## src/lssd_pkg.sv

```systemverilog
// shared types and constants for the lsb stego stream decoder
package lssd_pkg;

	localparam int QUEUE_DEPTH = 4;

	localparam logic [15:0] MAGIC_RESET = 16'd9002;

	localparam logic [1:0] KIND_EXT       = 2'd0;
	localparam logic [1:0] KIND_PAYLOAD   = 2'd1;
	localparam logic [1:0] KIND_BAD_MAGIC = 2'd2;
	localparam logic [1:0] KIND_EMPTY     = 2'd3;

	typedef struct packed {
		logic start;
		logic lsb;
	} q_entry_t;

	typedef struct packed {
		logic [7:0] data;
		logic [1:0] kind;
		logic       last;
	} res_t;

endpackage

```

## src/lssd_front.sv

```systemverilog
// front end: takes image bytes, skips the header, queues carrier bits
module lssd_front #(
	parameter int HEADER_BYTES = 54
) (
	input  logic                clk,
	input  logic                arst_n,
	input  logic                s_tvalid,
	output logic                s_tready,
	input  logic [7:0]          s_tdata,
	input  logic                s_tuser,
	output logic                push_valid,
	input  logic                push_ready,
	output lssd_pkg::q_entry_t  push_data
);

	localparam int HCW = (HEADER_BYTES > 0) ? $clog2(HEADER_BYTES + 1) : 1;

	logic [HCW-1:0] hdr_cnt_q;
	logic [HCW-1:0] hdr_eff;
	logic           pend_start_q;
	logic           accept;
	logic           in_header;

	assign s_tready  = push_ready;
	assign accept    = s_tvalid && push_ready;
	assign hdr_eff   = s_tuser ? '0 : hdr_cnt_q;
	assign in_header = hdr_eff < HCW'(HEADER_BYTES);

	assign push_valid      = accept && !in_header;
	assign push_data.start = s_tuser || pend_start_q;
	assign push_data.lsb   = s_tdata[0];

	always_ff @(posedge clk or negedge arst_n) begin
		if (!arst_n) begin
			hdr_cnt_q    <= '0;
			pend_start_q <= 1'b1;
		end else if (accept) begin
			if (in_header) begin
				hdr_cnt_q    <= hdr_eff + HCW'(1);
				pend_start_q <= 1'b1;
			end else begin
				hdr_cnt_q    <= hdr_eff;
				pend_start_q <= 1'b0;
			end
		end
	end

endmodule

```

## src/lssd_queue.sv

```systemverilog
// small fifo between the front end and the decoder
module lssd_queue (
	input  logic                clk,
	input  logic                arst_n,
	input  logic                push_valid,
	output logic                push_ready,
	input  lssd_pkg::q_entry_t  push_data,
	output logic                pop_valid,
	input  logic                pop_ready,
	output lssd_pkg::q_entry_t  pop_data
);

	localparam int AW = $clog2(lssd_pkg::QUEUE_DEPTH);
	localparam int CW = $clog2(lssd_pkg::QUEUE_DEPTH + 1);

	lssd_pkg::q_entry_t mem_q [lssd_pkg::QUEUE_DEPTH];
	logic [AW-1:0]      wr_ptr_q;
	logic [AW-1:0]      rd_ptr_q;
	logic [CW-1:0]      count_q;
	logic               do_push;
	logic               do_pop;

	assign push_ready = count_q != CW'(lssd_pkg::QUEUE_DEPTH);
	assign pop_valid  = count_q != '0;
	assign pop_data   = mem_q[rd_ptr_q];
	assign do_push    = push_valid && push_ready;
	assign do_pop     = pop_valid && pop_ready;

	always_ff @(posedge clk) begin
		if (do_push) begin
			mem_q[wr_ptr_q] <= push_data;
		end
	end

	always_ff @(posedge clk or negedge arst_n) begin
		if (!arst_n) begin
			wr_ptr_q <= '0;
			rd_ptr_q <= '0;
			count_q  <= '0;
		end else begin
			if (do_push) begin
				wr_ptr_q <= wr_ptr_q + AW'(1);
			end
			if (do_pop) begin
				rd_ptr_q <= rd_ptr_q + AW'(1);
			end
			if (do_push && !do_pop) begin
				count_q <= count_q + CW'(1);
			end else if (do_pop && !do_push) begin
				count_q <= count_q - CW'(1);
			end
		end
	end

endmodule

```

## src/lssd_back.sv

```systemverilog
// decoder back end: gathers bits, walks magic, lengths and bytes, drives the result register
module lssd_back #(
	parameter int MAGIC_BYTES = 2
) (
	input  logic                clk,
	input  logic                arst_n,
	input  logic [15:0]         magic,
	input  logic                q_valid,
	output logic                q_ready,
	input  lssd_pkg::q_entry_t  q_data,
	output logic                m_tvalid,
	input  logic                m_tready,
	output logic [7:0]          m_tdata,
	output logic [1:0]          m_tuser,
	output logic                m_tlast
);

	localparam logic [2:0] PH_MAGIC    = 3'd1;
	localparam logic [2:0] PH_EXT_LEN  = 3'd2;
	localparam logic [2:0] PH_EXT      = 3'd3;
	localparam logic [2:0] PH_DATA_LEN = 3'd4;
	localparam logic [2:0] PH_DATA     = 3'd5;
	localparam logic [2:0] PH_IDLE     = 3'd6;

	localparam int         MW         = 8 * MAGIC_BYTES;
	localparam logic [5:0] MAGIC_NEED = 6'(MW);
	localparam logic [5:0] WORD_NEED  = 6'd32;
	localparam logic [5:0] BYTE_NEED  = 6'd8;

	logic [2:0]       phase_q;
	logic [4:0]       bit_count_q;
	logic [31:0]      shift_q;
	logic [31:0]      items_q;
	logic             out_valid_q;
	lssd_pkg::res_t   out_q;

	logic [2:0]       ph;
	logic [4:0]       bc;
	logic [31:0]      sh;
	logic [31:0]      sh_nx;
	logic [5:0]       bc_inc;
	logic [5:0]       need;
	logic             done;
	logic [31:0]      len;
	logic             can_load;
	logic             pop;
	logic [2:0]       phase_nx;
	logic [31:0]      items_nx;
	logic             res_valid;
	lssd_pkg::res_t   res;

	assign can_load = !out_valid_q || m_tready;
	assign pop      = q_valid && can_load;
	assign q_ready  = can_load;

	assign ph     = q_data.start ? PH_MAGIC : phase_q;
	assign bc     = q_data.start ? 5'd0 : bit_count_q;
	assign sh     = q_data.start ? 32'd0 : shift_q;
	assign sh_nx  = {sh[30:0], q_data.lsb};
	assign bc_inc = {1'b0, bc} + 6'd1;
	assign need   = (ph == PH_MAGIC) ? MAGIC_NEED :
		(ph inside {PH_EXT_LEN, PH_DATA_LEN}) ? WORD_NEED : BYTE_NEED;
	assign done   = bc_inc >= need;
	assign len    = sh_nx[31] ? 32'd0 : sh_nx;

	always_comb begin
		phase_nx  = ph;
		items_nx  = items_q;
		res_valid = 1'b0;
		res.data  = sh_nx[7:0];
		res.kind  = lssd_pkg::KIND_EXT;
		res.last  = 1'b0;
		case (ph)
			PH_MAGIC: begin
				if (done) begin
					if (sh_nx[MW-1:0] != magic[15 -: MW]) begin
						phase_nx  = PH_IDLE;
						res_valid = 1'b1;
						res.data  = 8'd0;
						res.kind  = lssd_pkg::KIND_BAD_MAGIC;
						res.last  = 1'b1;
					end else begin
						phase_nx = PH_EXT_LEN;
					end
				end
			end
			PH_EXT_LEN: begin
				if (done) begin
					items_nx = len;
					phase_nx = (len == 32'd0) ? PH_DATA_LEN : PH_EXT;
				end
			end
			PH_EXT: begin
				if (done) begin
					items_nx  = items_q - 32'd1;
					res_valid = 1'b1;
					res.kind  = lssd_pkg::KIND_EXT;
					if (items_q == 32'd1) begin
						phase_nx = PH_DATA_LEN;
					end
				end
			end
			PH_DATA_LEN: begin
				if (done) begin
					items_nx = len;
					if (len == 32'd0) begin
						phase_nx  = PH_IDLE;
						res_valid = 1'b1;
						res.data  = 8'd0;
						res.kind  = lssd_pkg::KIND_EMPTY;
						res.last  = 1'b1;
					end else begin
						phase_nx = PH_DATA;
					end
				end
			end
			PH_DATA: begin
				if (done) begin
					items_nx  = items_q - 32'd1;
					res_valid = 1'b1;
					res.kind  = lssd_pkg::KIND_PAYLOAD;
					if (items_q == 32'd1) begin
						phase_nx = PH_IDLE;
						res.last = 1'b1;
					end
				end
			end
			default: ;
		endcase
	end

	always_ff @(posedge clk or negedge arst_n) begin
		if (!arst_n) begin
			phase_q     <= PH_MAGIC;
			bit_count_q <= '0;
			shift_q     <= '0;
			items_q     <= '0;
		end else if (pop) begin
			phase_q <= phase_nx;
			items_q <= items_nx;
			if (ph != PH_IDLE) begin
				shift_q     <= sh_nx;
				bit_count_q <= done ? 5'd0 : bc_inc[4:0];
			end
		end
	end

	always_ff @(posedge clk or negedge arst_n) begin
		if (!arst_n) begin
			out_valid_q <= 1'b0;
		end else if (can_load) begin
			out_valid_q <= pop && res_valid;
		end
	end

	always_ff @(posedge clk) begin
		if (pop && res_valid) begin
			out_q <= res;
		end
	end

	assign m_tvalid = out_valid_q;
	assign m_tdata  = out_q.data;
	assign m_tuser  = out_q.kind;
	assign m_tlast  = out_q.last;

	a_last_idles: assert property (@(posedge clk) disable iff (!arst_n)
		pop && res_valid && res.last |=> phase_q == PH_IDLE)
		else $error("final result did not leave the decoder idle");

	a_status_shape: assert property (@(posedge clk) disable iff (!arst_n)
		out_valid_q && (out_q.kind == lssd_pkg::KIND_BAD_MAGIC ||
			out_q.kind == lssd_pkg::KIND_EMPTY) |-> out_q.data == 8'd0 && out_q.last)
		else $error("status result carries data or lacks last");

	a_idle_silent: assert property (@(posedge clk) disable iff (!arst_n)
		pop && phase_q == PH_IDLE && !q_data.start |-> !res_valid)
		else $error("result produced while idle");

endmodule

```

## src/lsb_stego_stream_decoder.sv

```systemverilog
// top level of the lsb stego stream decoder
//
// channel  dir  handshake            payload
// s_       in   s_tvalid/s_tready    tdata[7:0] image_byte, tuser restart
// m_       out  m_tvalid/m_tready    tdata[7:0] out_byte, tuser[1:0] out_kind, tlast last
// cfg_     in   cfg_valid/cfg_ready  data[15:0] magic_value
//
// one image byte per cycle while the fifo has room; results are registered after the fifo
// header bytes are dropped in the front end, carrier bits wait in a four entry fifo
// the decoder stalls on m_tready through its single result register, the front on a full fifo
// reset clears all control state and loads magic_value with 9002; cfg_ready is always high
module lsb_stego_stream_decoder #(
	parameter int HEADER_BYTES = 54,
	parameter int MAGIC_BYTES  = 2
) (
	input  logic        clk,
	input  logic        arst_n,
	input  logic        s_tvalid,
	output logic        s_tready,
	input  logic [7:0]  s_tdata,   // image_byte
	input  logic        s_tuser,   // restart
	output logic        m_tvalid,
	input  logic        m_tready,
	output logic [7:0]  m_tdata,   // out_byte
	output logic [1:0]  m_tuser,   // out_kind
	output logic        m_tlast,
	input  logic        cfg_valid,
	output logic        cfg_ready,
	input  logic [15:0] cfg_data
);

	logic               push_valid;
	logic               push_ready;
	lssd_pkg::q_entry_t push_data;
	logic               pop_valid;
	logic               pop_ready;
	lssd_pkg::q_entry_t pop_data;
	logic [15:0]        magic_q;

	assign cfg_ready = 1'b1;

	always_ff @(posedge clk or negedge arst_n) begin
		if (!arst_n) begin
			magic_q <= lssd_pkg::MAGIC_RESET;
		end else if (cfg_valid) begin
			magic_q <= cfg_data;
		end
	end

	lssd_front #(
		.HEADER_BYTES(HEADER_BYTES)
	) u_front (
		.clk       (clk),
		.arst_n    (arst_n),
		.s_tvalid  (s_tvalid),
		.s_tready  (s_tready),
		.s_tdata   (s_tdata),
		.s_tuser   (s_tuser),
		.push_valid(push_valid),
		.push_ready(push_ready),
		.push_data (push_data)
	);

	lssd_queue u_queue (
		.clk       (clk),
		.arst_n    (arst_n),
		.push_valid(push_valid),
		.push_ready(push_ready),
		.push_data (push_data),
		.pop_valid (pop_valid),
		.pop_ready (pop_ready),
		.pop_data  (pop_data)
	);

	lssd_back #(
		.MAGIC_BYTES(MAGIC_BYTES)
	) u_back (
		.clk     (clk),
		.arst_n  (arst_n),
		.magic   (magic_q),
		.q_valid (pop_valid),
		.q_ready (pop_ready),
		.q_data  (pop_data),
		.m_tvalid(m_tvalid),
		.m_tready(m_tready),
		.m_tdata (m_tdata),
		.m_tuser (m_tuser),
		.m_tlast (m_tlast)
	);

endmodule

```

## config.mk

```make
export PLATFORM = sky130hd
export DESIGN_NAME = lsb_stego_stream_decoder
export DESIGN_NICKNAME = d
export VERILOG_FILES = /design/src/lssd_pkg.sv /design/src/lssd_front.sv /design/src/lssd_queue.sv /design/src/lssd_back.sv /design/src/lsb_stego_stream_decoder.sv
export SDC_FILE = /design/constraint.sdc
export NUM_CORES = 1
export LEC_CHECK = 0
export BUFFER_PORTS_ARGS = -buffer_cell sky130_fd_sc_hd__buf_2
export CAP_MARGIN = 25
export CORE_ASPECT_RATIO = 0.75
export CORE_MARGIN = 1
export CORE_UTILIZATION = 38
export CTS_CLUSTER_SIZE = 8
export DETAILED_ROUTE_END_ITERATION = 8
export GPL_ROUTABILITY_DRIVEN = 0
export GPL_TIMING_DRIVEN = 0
export RECOVER_POWER = 50
export SKIP_CTS_REPAIR_TIMING = 1
export SYNTH_ARGS = -nofsm -noshare
export SYNTH_HDL_FRONTEND = slang
export SYNTH_SLANG_ARGS = --single-unit
```

## constraint.sdc

```tcl
create_clock -name clk -period 7.95 [get_ports clk]
set_input_delay 1.1925 -clock clk [delete_from_list [all_inputs] [get_ports clk]]
set_output_delay 1.1925 -clock clk [all_outputs]
set_load 0.01 [all_outputs]
```

After elaboration in Yosys (flattened, before gate mapping) --
Memory sizes are Yosys's and may differ from the RTL's. Cells that the tools add are included.
Storage, ports and cells: output and inout bits 14, bits in writable memories 8, word-level logic and storage cells 100, flip-flop bits (word level) 113, input bits 30, memories kept 1
Memories:
- u_queue.mem_q | words 4, width 2, rd ports 1, clocked after memory_dff 0, wr ports 1, line lssd_queue.sv:16 | lssd_pkg::q_entry_t mem_q [lssd_pkg::QUEUE_DEPTH];
Cells by class: reduce and logical (&&, ||, !) cells 22, eq/ne operators 11, multiplexer cells 43, $lt $le $gt $ge 2, add/subtract/negate cells 7
Operators with widths (count):
- $mux 32 | 2
- $pmux 32 s2 | 1
- $mux 31 | 2
- $mux 11 | 4
- $mux 3 | 12
- $eq 32x1->1 const B | 1
- $logic_not 32->1 | 1
- $sub 32x1->32 const B | 1
- $mux 6 | 4
- $ne 16x16->1 | 1
- $pmux 8 s2 | 1
- $pmux 3 s5 | 1
- $mux 5 | 2
- $mux 1 | 9
- $logic_and 1x1->1 | 7
- $add 5x1->6 const B | 1
- $add 6x1->6 const B | 1
- $eq 3x2->1 const B | 2
- $eq 3x3->1 const B | 2
- $ge 6x6->1 | 1
- $lt 6x6->1 const B | 1
- $ne 3x3->1 const B | 2
- $pmux 1 s3 | 2
- $pmux 2 s3 | 1
- other kinds (13) | 23

Longest topological paths before layout --
An unclocked memory read counts as a cell.
depth after elaboration 10, gate-level depth with buffers 20, depth with buffers taken out 14

Hierarchy --
A second synthesis with hierarchy kept.
Unflattened totals: cells, all modules 719, area total of the unflattened synthesis 6760.2 um2
Modules (own cells, without submodules):
- lssd_back | sequential area each 2133.3 um2, area an instance 4903.5 um2, cells an instance 591, instances 1
- lssd_queue | sequential area each 415.4 um2, area an instance 718.2 um2, cells an instance 45, instances 1
- lsb_stego_stream_decoder | sequential area each 407.9 um2, area an instance 668.1 um2, cells an instance 36, instances 1
- lssd_front | sequential area each 176.4 um2, area an instance 470.5 um2, cells an instance 47, instances 1

Least setup slack after synthesis --
Ideal clock, no wire load.
kind reg2reg, start register u_queue.rd_ptr_q[0], end register u_back.out_q (netlist bit u_back.m_tdata[0]) (enable), setup time 393 ps, arrival 4088 ps, path buffers 5, setup slack 3469 ps, period minus slack after synthesis 4481 ps, data required time 7557 ps, stages on the path, launching flop included 19, path through dfrtp_1 > buf_6 > mux4_2 > buf_6 > buf_6 > clkbuf_1 > nor2b_1 > ha_1 > nand3_1 > xor2_1 > nor2_1 > ha_1 > nor2b_1 > o21ai_0 > nand2b_1 > o21bai_2 > buf_2 > nand2_1 > nor3_1
Between the ends: longest elaborated chain between the ends 10, elaborated cells between the ends (all ways) 25, those cells by class add/sub (1); order compare (1); eq/ne (6); mux (12); reduce/logical (4); memory (1)
RTL lines:
- from (decl) | line lssd_queue.sv:18 | logic [AW-1:0] rd_ptr_q;
- from (signal assigned) | line lssd_queue.sv:45 | rd_ptr_q <= rd_ptr_q + AW'(1);
- $mem_v2 4x2 *
- $mux 3 | line lssd_back.sv:56 | assign ph = q_data.start ? PH_MAGIC : phase_q;
- $eq 3x2->1 / $eq 3x3->1 (equally long branches) | line lssd_back.sv:62, lssd_back.sv:73
- $reduce_bool 2->1 | line lssd_back.sv:62 | (ph inside {PH_EXT_LEN, PH_DATA_LEN}) ? WORD_NEED : BYTE_NEED;
- $mux 6 | line lssd_back.sv:62
- $mux 6 | line lssd_back.sv:61 | assign need = (ph == PH_MAGIC) ? MAGIC_NEED :
- $ge 6x6->1 | line lssd_back.sv:63 | assign done = bc_inc >= need;
- $mux 1 (on tied branches)
- $pmux 1 s3 * | line lssd_back.sv:73 | case (ph)
- $logic_and 1x1->1 * | line lssd_back.sv:157 | if (pop && res_valid) begin
- to (signal assigned) | line lssd_back.sv:158 | out_q <= res;
- to (decl) | line lssd_back.sv:35 | lssd_pkg::res_t out_q;
Mark *: on every way between the ends. The rest lies on a longest branch, timed or not. A chain may end at the register's enable or synchronous reset.

Final worst setup path --
start register u_queue.rd_ptr_q[0], end register u_back.out_q (netlist bit u_back.m_tdata[3]) (enable)
The elaborated chain is that of the path after synthesis.

==> results.py <==
metrics = {
    "sta": {
        "setup_tns_ns": 0,
        "layout_min_cycle_time_ns": 5.25,
        "maxClockFrequency_mhz": 190,
        "hold-worst-slack_ns": 0.464,
        "relative_slew_margins_pct": -34.8,
        "timing_max_transition_violations_final": 35,
        "hold_violations": 0,
        "final.setup_skew_ns": 0.00970,
        "rsz0062_at_grt": "no",
        "final.setup.worst_slack_ns": 2.70,
        "worstMarginPinSlew_ns": 2.02,
        "period_share_pct": 66.1,
        "total_of_endpoints_with_negative_setup_slack_in_the_final_report": 0,
    },
    "drt": {
        "drtIter0Drc": 572,
        "drt-vias-per-instance": 5.76,
        "firstDrtPassIters": 5,
        "drt_drc_violations_left": 0,
        "route.detailed.wl_per_inst_um": 18.6,
        "number_of_routed_nets_with_antenna_violations": 0,
        "route.final.wire_length_mm": 18.9,
        "via_count": 5865,
    },
    "floorplanning": {
        "floorplan.die_area_um2": 18100,
        "fp.dieH_um": 117,
        "die_x_um": 155,
        "fp.coreArea_um2": 17000,
        "io_pins": 44,
        "floorplan.rows": 41,
        "floorplan.initialDensity_pct": 39.3,
    },
    "worst_setup_path": {
        "r2r_cells": 19,
        "cp-start-kind": "flop",
        "crit_path_max_incr_delay_ns": 0.74,
        "timing.rr.end": "u_back.m_tdata[3]$_DFFE_PP_",
        "critical_path.max_fanout": 10,
        "worstSetupPathType": "reg -> reg",
        "critical_path.top_delay_family": "simple AND/OR/NAND/NOR gates",
        "crit_required_ns": 8.08,
        "total_buffers_and_inverters_traversed_by_the_critical_path": 6,
        "timing.reg2reg.setup_slack_ns": 2.70,
        "crit_slowest_cell": "nor3_1",
        "cell_breakdown_of_the_critical_path": "buf_6, mux4_2, buf_6, buf_6, clkbuf_1, nor2b_1, ha_1, nand3_1, xor2_1, nor2_1, ha_1, nor2b_1, o21ai_0, nand2b_1, o21bai_2, buf_2, nand2_1, nor3_1, buf_4",
        "worstPathArrival_ns": 5.38,
        "end_kind": "flop",
        "rr_startpoint": "u_queue.rd_ptr_q[0]$_DFFE_PN0P_",
        "cp_common_cell": "buf_6",
    },
    "finish": {
        "n_fill_cell": 1667,
        "layout.cells.most_common": "dfrtp_1",
        "design.final.nets": 813,
        "regArea_um2": 3130,
        "final_cell_mix": "dfrtp_1 (94), nand2_1 (89), o21ai_0 (82)",
        "layoutNonFillerInstCount": 1018,
        "multi_input_area_um2": 3270,
        "final_cell_area_um2": 7780,
        "diodes_inserted": 0,
        "syn_to_final_growth_pct": 16.3,
        "post_route_cells_drive_above_1_share_pct": 16.5,
    },
    "yosys": {
        "nets_in_the_synthesized_netlist": 758,
        "flip_flop_and_latch_count_after_synthesis": 121,
        "syn_area_per_cell_um2": 9.37,
        "synth.yosys.warnings": 0,
        "synth-seq-area-share_pct": 46.8,
        "asyncSetResetFlopFracSynth_pct": 84.3,
        "postSynthCellCount": 714,
        "ys_types": 77,
        "synth-main-ff-cell": "dfrtp_1",
        "synthesis.area_um2": 6690,
        "synth-edff-count": 19,
    },
    "status": {
        "failed_checks": "capacitance limit, slew limit",
        "outcome": "complete, but fails checks",
    },
    "place": {
        "place_ws_ns": 2.81,
        "placement.io_buffers": 34,
        "placed_cell_area_um2": 7190,
        "placed_cells_incl_taps": 986,
        "detailed_place_hpwl_mm": 13.5,
    },
    "min_path": {
        "hold_start": "u_front.pend_start_q$_DFFE_PN1P_",
        "min-delay-path-class": "reg -> reg",
        "timing.hold.worst_path_depth": 2,
        "min_delay_worst_endpoint": "u_front.pend_start_q$_DFFE_PN1P_",
    },
    "global_routing": {
        "globalRoute.totalOverflow": 0,
        "first_global_vias": 5741,
        "grt_first_pass_wirelength_mm": 30.9,
        "track_usage_pct": 22.4,
        "grt_start_max_net_pins": 69,
        "grt_antenna_before_repair": 0,
    },
    "power_and_ir_drop": {
        "switchingPower_mw": 0.349,
        "power_per_cell_area_nw_per_um2": 193,
        "switching_share_pct": 23.2,
        "combinationalPowerShare_pct": 4.0,
        "power.sequential.fraction_pct": 43.9,
        "power.ir.vdd_worst_mv": 0.140,
        "power.leakage_nw": 3.25,
        "power.internal_mw": 1.15,
        "clock_power_share_pct": 52.1,
    },
    "clocking": {
        "skew_pair_late_insertion_delay_ns": 0.43,
        "clkTransAtPathRegs_ns": 0.06,
        "cts_tree": "done",
        "sinks_on_the_clock_net": 121,
        "h-tree-depth": 4,
        "cts_buffers": 17,
        "clk_root_buffer_cell": "clkbuf_16",
        "ctsLongestPathBuffers": 2,
    },
    "job": {
        "drv_cap": 1,
    },
}
-- routing by layer --
layer / vias up / wire length (µm) / track usage (%)
li1: 2702 / - / -
met1: 2884 / 9030 / 32.4
met2: 260 / 7870 / 32.6
met3: 19 / 1790 / 6.15
met4: 0 / 212 / 6.99
met5: - / 0 / 0
-- kinds of logic (layout without fill, tap and decap cells) --
logic type	Yosys count	after routing	share of synthesized area, %
and+or+nand+nor	266	266	20.3
adders and majority gates	15	15	2.90
other	1	1	0.0561
xor gates and xnor gates	18	18	2.36
DFF	121	121	46.8
buffers and inverters	64	132	4.25
AOI/OAI and AO/OA	203	203	18.9
muxes	26	26	4.43
-- flip-flops by register name (all words and copies together) (netlist names) --
signal and count:
u_queue.mem_q 8, u_back.shift_q 31, magic_q 16, u_front.hdr_cnt_q 6, u_back.phase_q 3, u_back.items_q 32
u_back.m_tvalid 1, u_queue.wr_ptr_q 2, u_back.m_tuser 2, u_back.m_tlast 1, u_front.pend_start_q 1, u_queue.rd_ptr_q 2
u_queue.count_q 3, u_back.m_tdata 8, u_back.bit_count_q 5
-- how the worst max path moves through the flow --
stage | start | to | depth (start not counted)
after floorplan | u_queue.rd_ptr_q[0]$_DFFE_PN0P_ | u_back.m_tdata[0]$_DFFE_PP_ | 18
after global placement | u_queue.rd_ptr_q[0]$_DFFE_PN0P_ | u_back.m_tdata[1]$_DFFE_PP_ | 18
after detailed placement | u_queue.rd_ptr_q[0]$_DFFE_PN0P_ | u_back.m_tdata[4]$_DFFE_PP_ | 19
after CTS | u_queue.rd_ptr_q[0]$_DFFE_PN0P_ | u_back.m_tdata[3]$_DFFE_PP_ | 19
after global routing | u_queue.rd_ptr_q[0]$_DFFE_PN0P_ | u_back.m_tdata[2]$_DFFE_PP_ | 19
final | u_queue.rd_ptr_q[0]$_DFFE_PN0P_ | u_back.m_tdata[3]$_DFFE_PP_ | 19
-- stage by stage --
stage | total power [mW] | utilization, %
floorplan | 0.699 | -
CTS | 1.51 | 45.7
global route | 1.55 | 45.7
detailed placement | 0.730 | 42.2
finish | 1.50 | 45.7
global placement | 0.724 | 42.0
-- power by group through the flow --
| stage | Sequential [mW] | Combinational (mW) | Clock, mW |
|---|---|---|---|
| final | 0.658 | 0.0599 | 0.782 |
| after global routing | 0.660 | 0.0677 | 0.821 |
| after CTS | 0.658 | 0.0612 | 0.793 |
| after detailed placement | 0.669 | 0.0609 | 0 |
| after global placement | 0.668 | 0.0562 | 0 |
| after floorplan | 0.664 | 0.0348 | 0 |
-- worst reg2reg max path, stage by stage, from the launching register on --
cell	delay, ns
dfrtp_1	0.34
buf_6	0.13
mux4_2	0.58
buf_6	0.19
buf_6	0.15
clkbuf_1	0.25
nor2b_1	0.28
ha_1	0.29
nand3_1	0.11
xor2_1	0.19
nor2_1	0.08
ha_1	0.33
nor2b_1	0.12
o21ai_0	0.09
nand2b_1	0.10
o21bai_2	0.20
buf_2	0.32
nand2_1	0.20
nor3_1	0.74
buf_4	0.28
-- Yosys cell counts (11+ instances only) --
| cell | count | area [µm²] |
|---|---|---|
| a21oi_1 | 48 | 240 |
| a31oi_1 | 17 | 106 |
| clkbuf_1 | 30 | 113 |
| dfrtp_1 | 94 | 2350 |
| edfxtp_1 | 19 | 571 |
| ha_1 | 13 | 163 |
| inv_1 | 18 | 67.6 |
| mux2_2 | 19 | 214 |
| nand2_1 | 89 | 334 |
| nor2_1 | 69 | 259 |
| nor3_1 | 22 | 110 |
| nor4_1 | 12 | 75.1 |
| o21ai_0 | 82 | 410 |
| xnor2_1 | 11 | 96.3 |
-- layout make-up --
class / instances / share of cell area, %
sequential: 121 / 40.3
timing repair buffer: 36 / 2.60
clock inverter: 13 / 1.80
buffer: 46 / 2.78
inverter: 18 / 0.868
multi-input combinational: 529 / 42.0
clock buffer: 19 / 5.84
tap: 236 / 3.79
(Power assumes the default switching activity.)
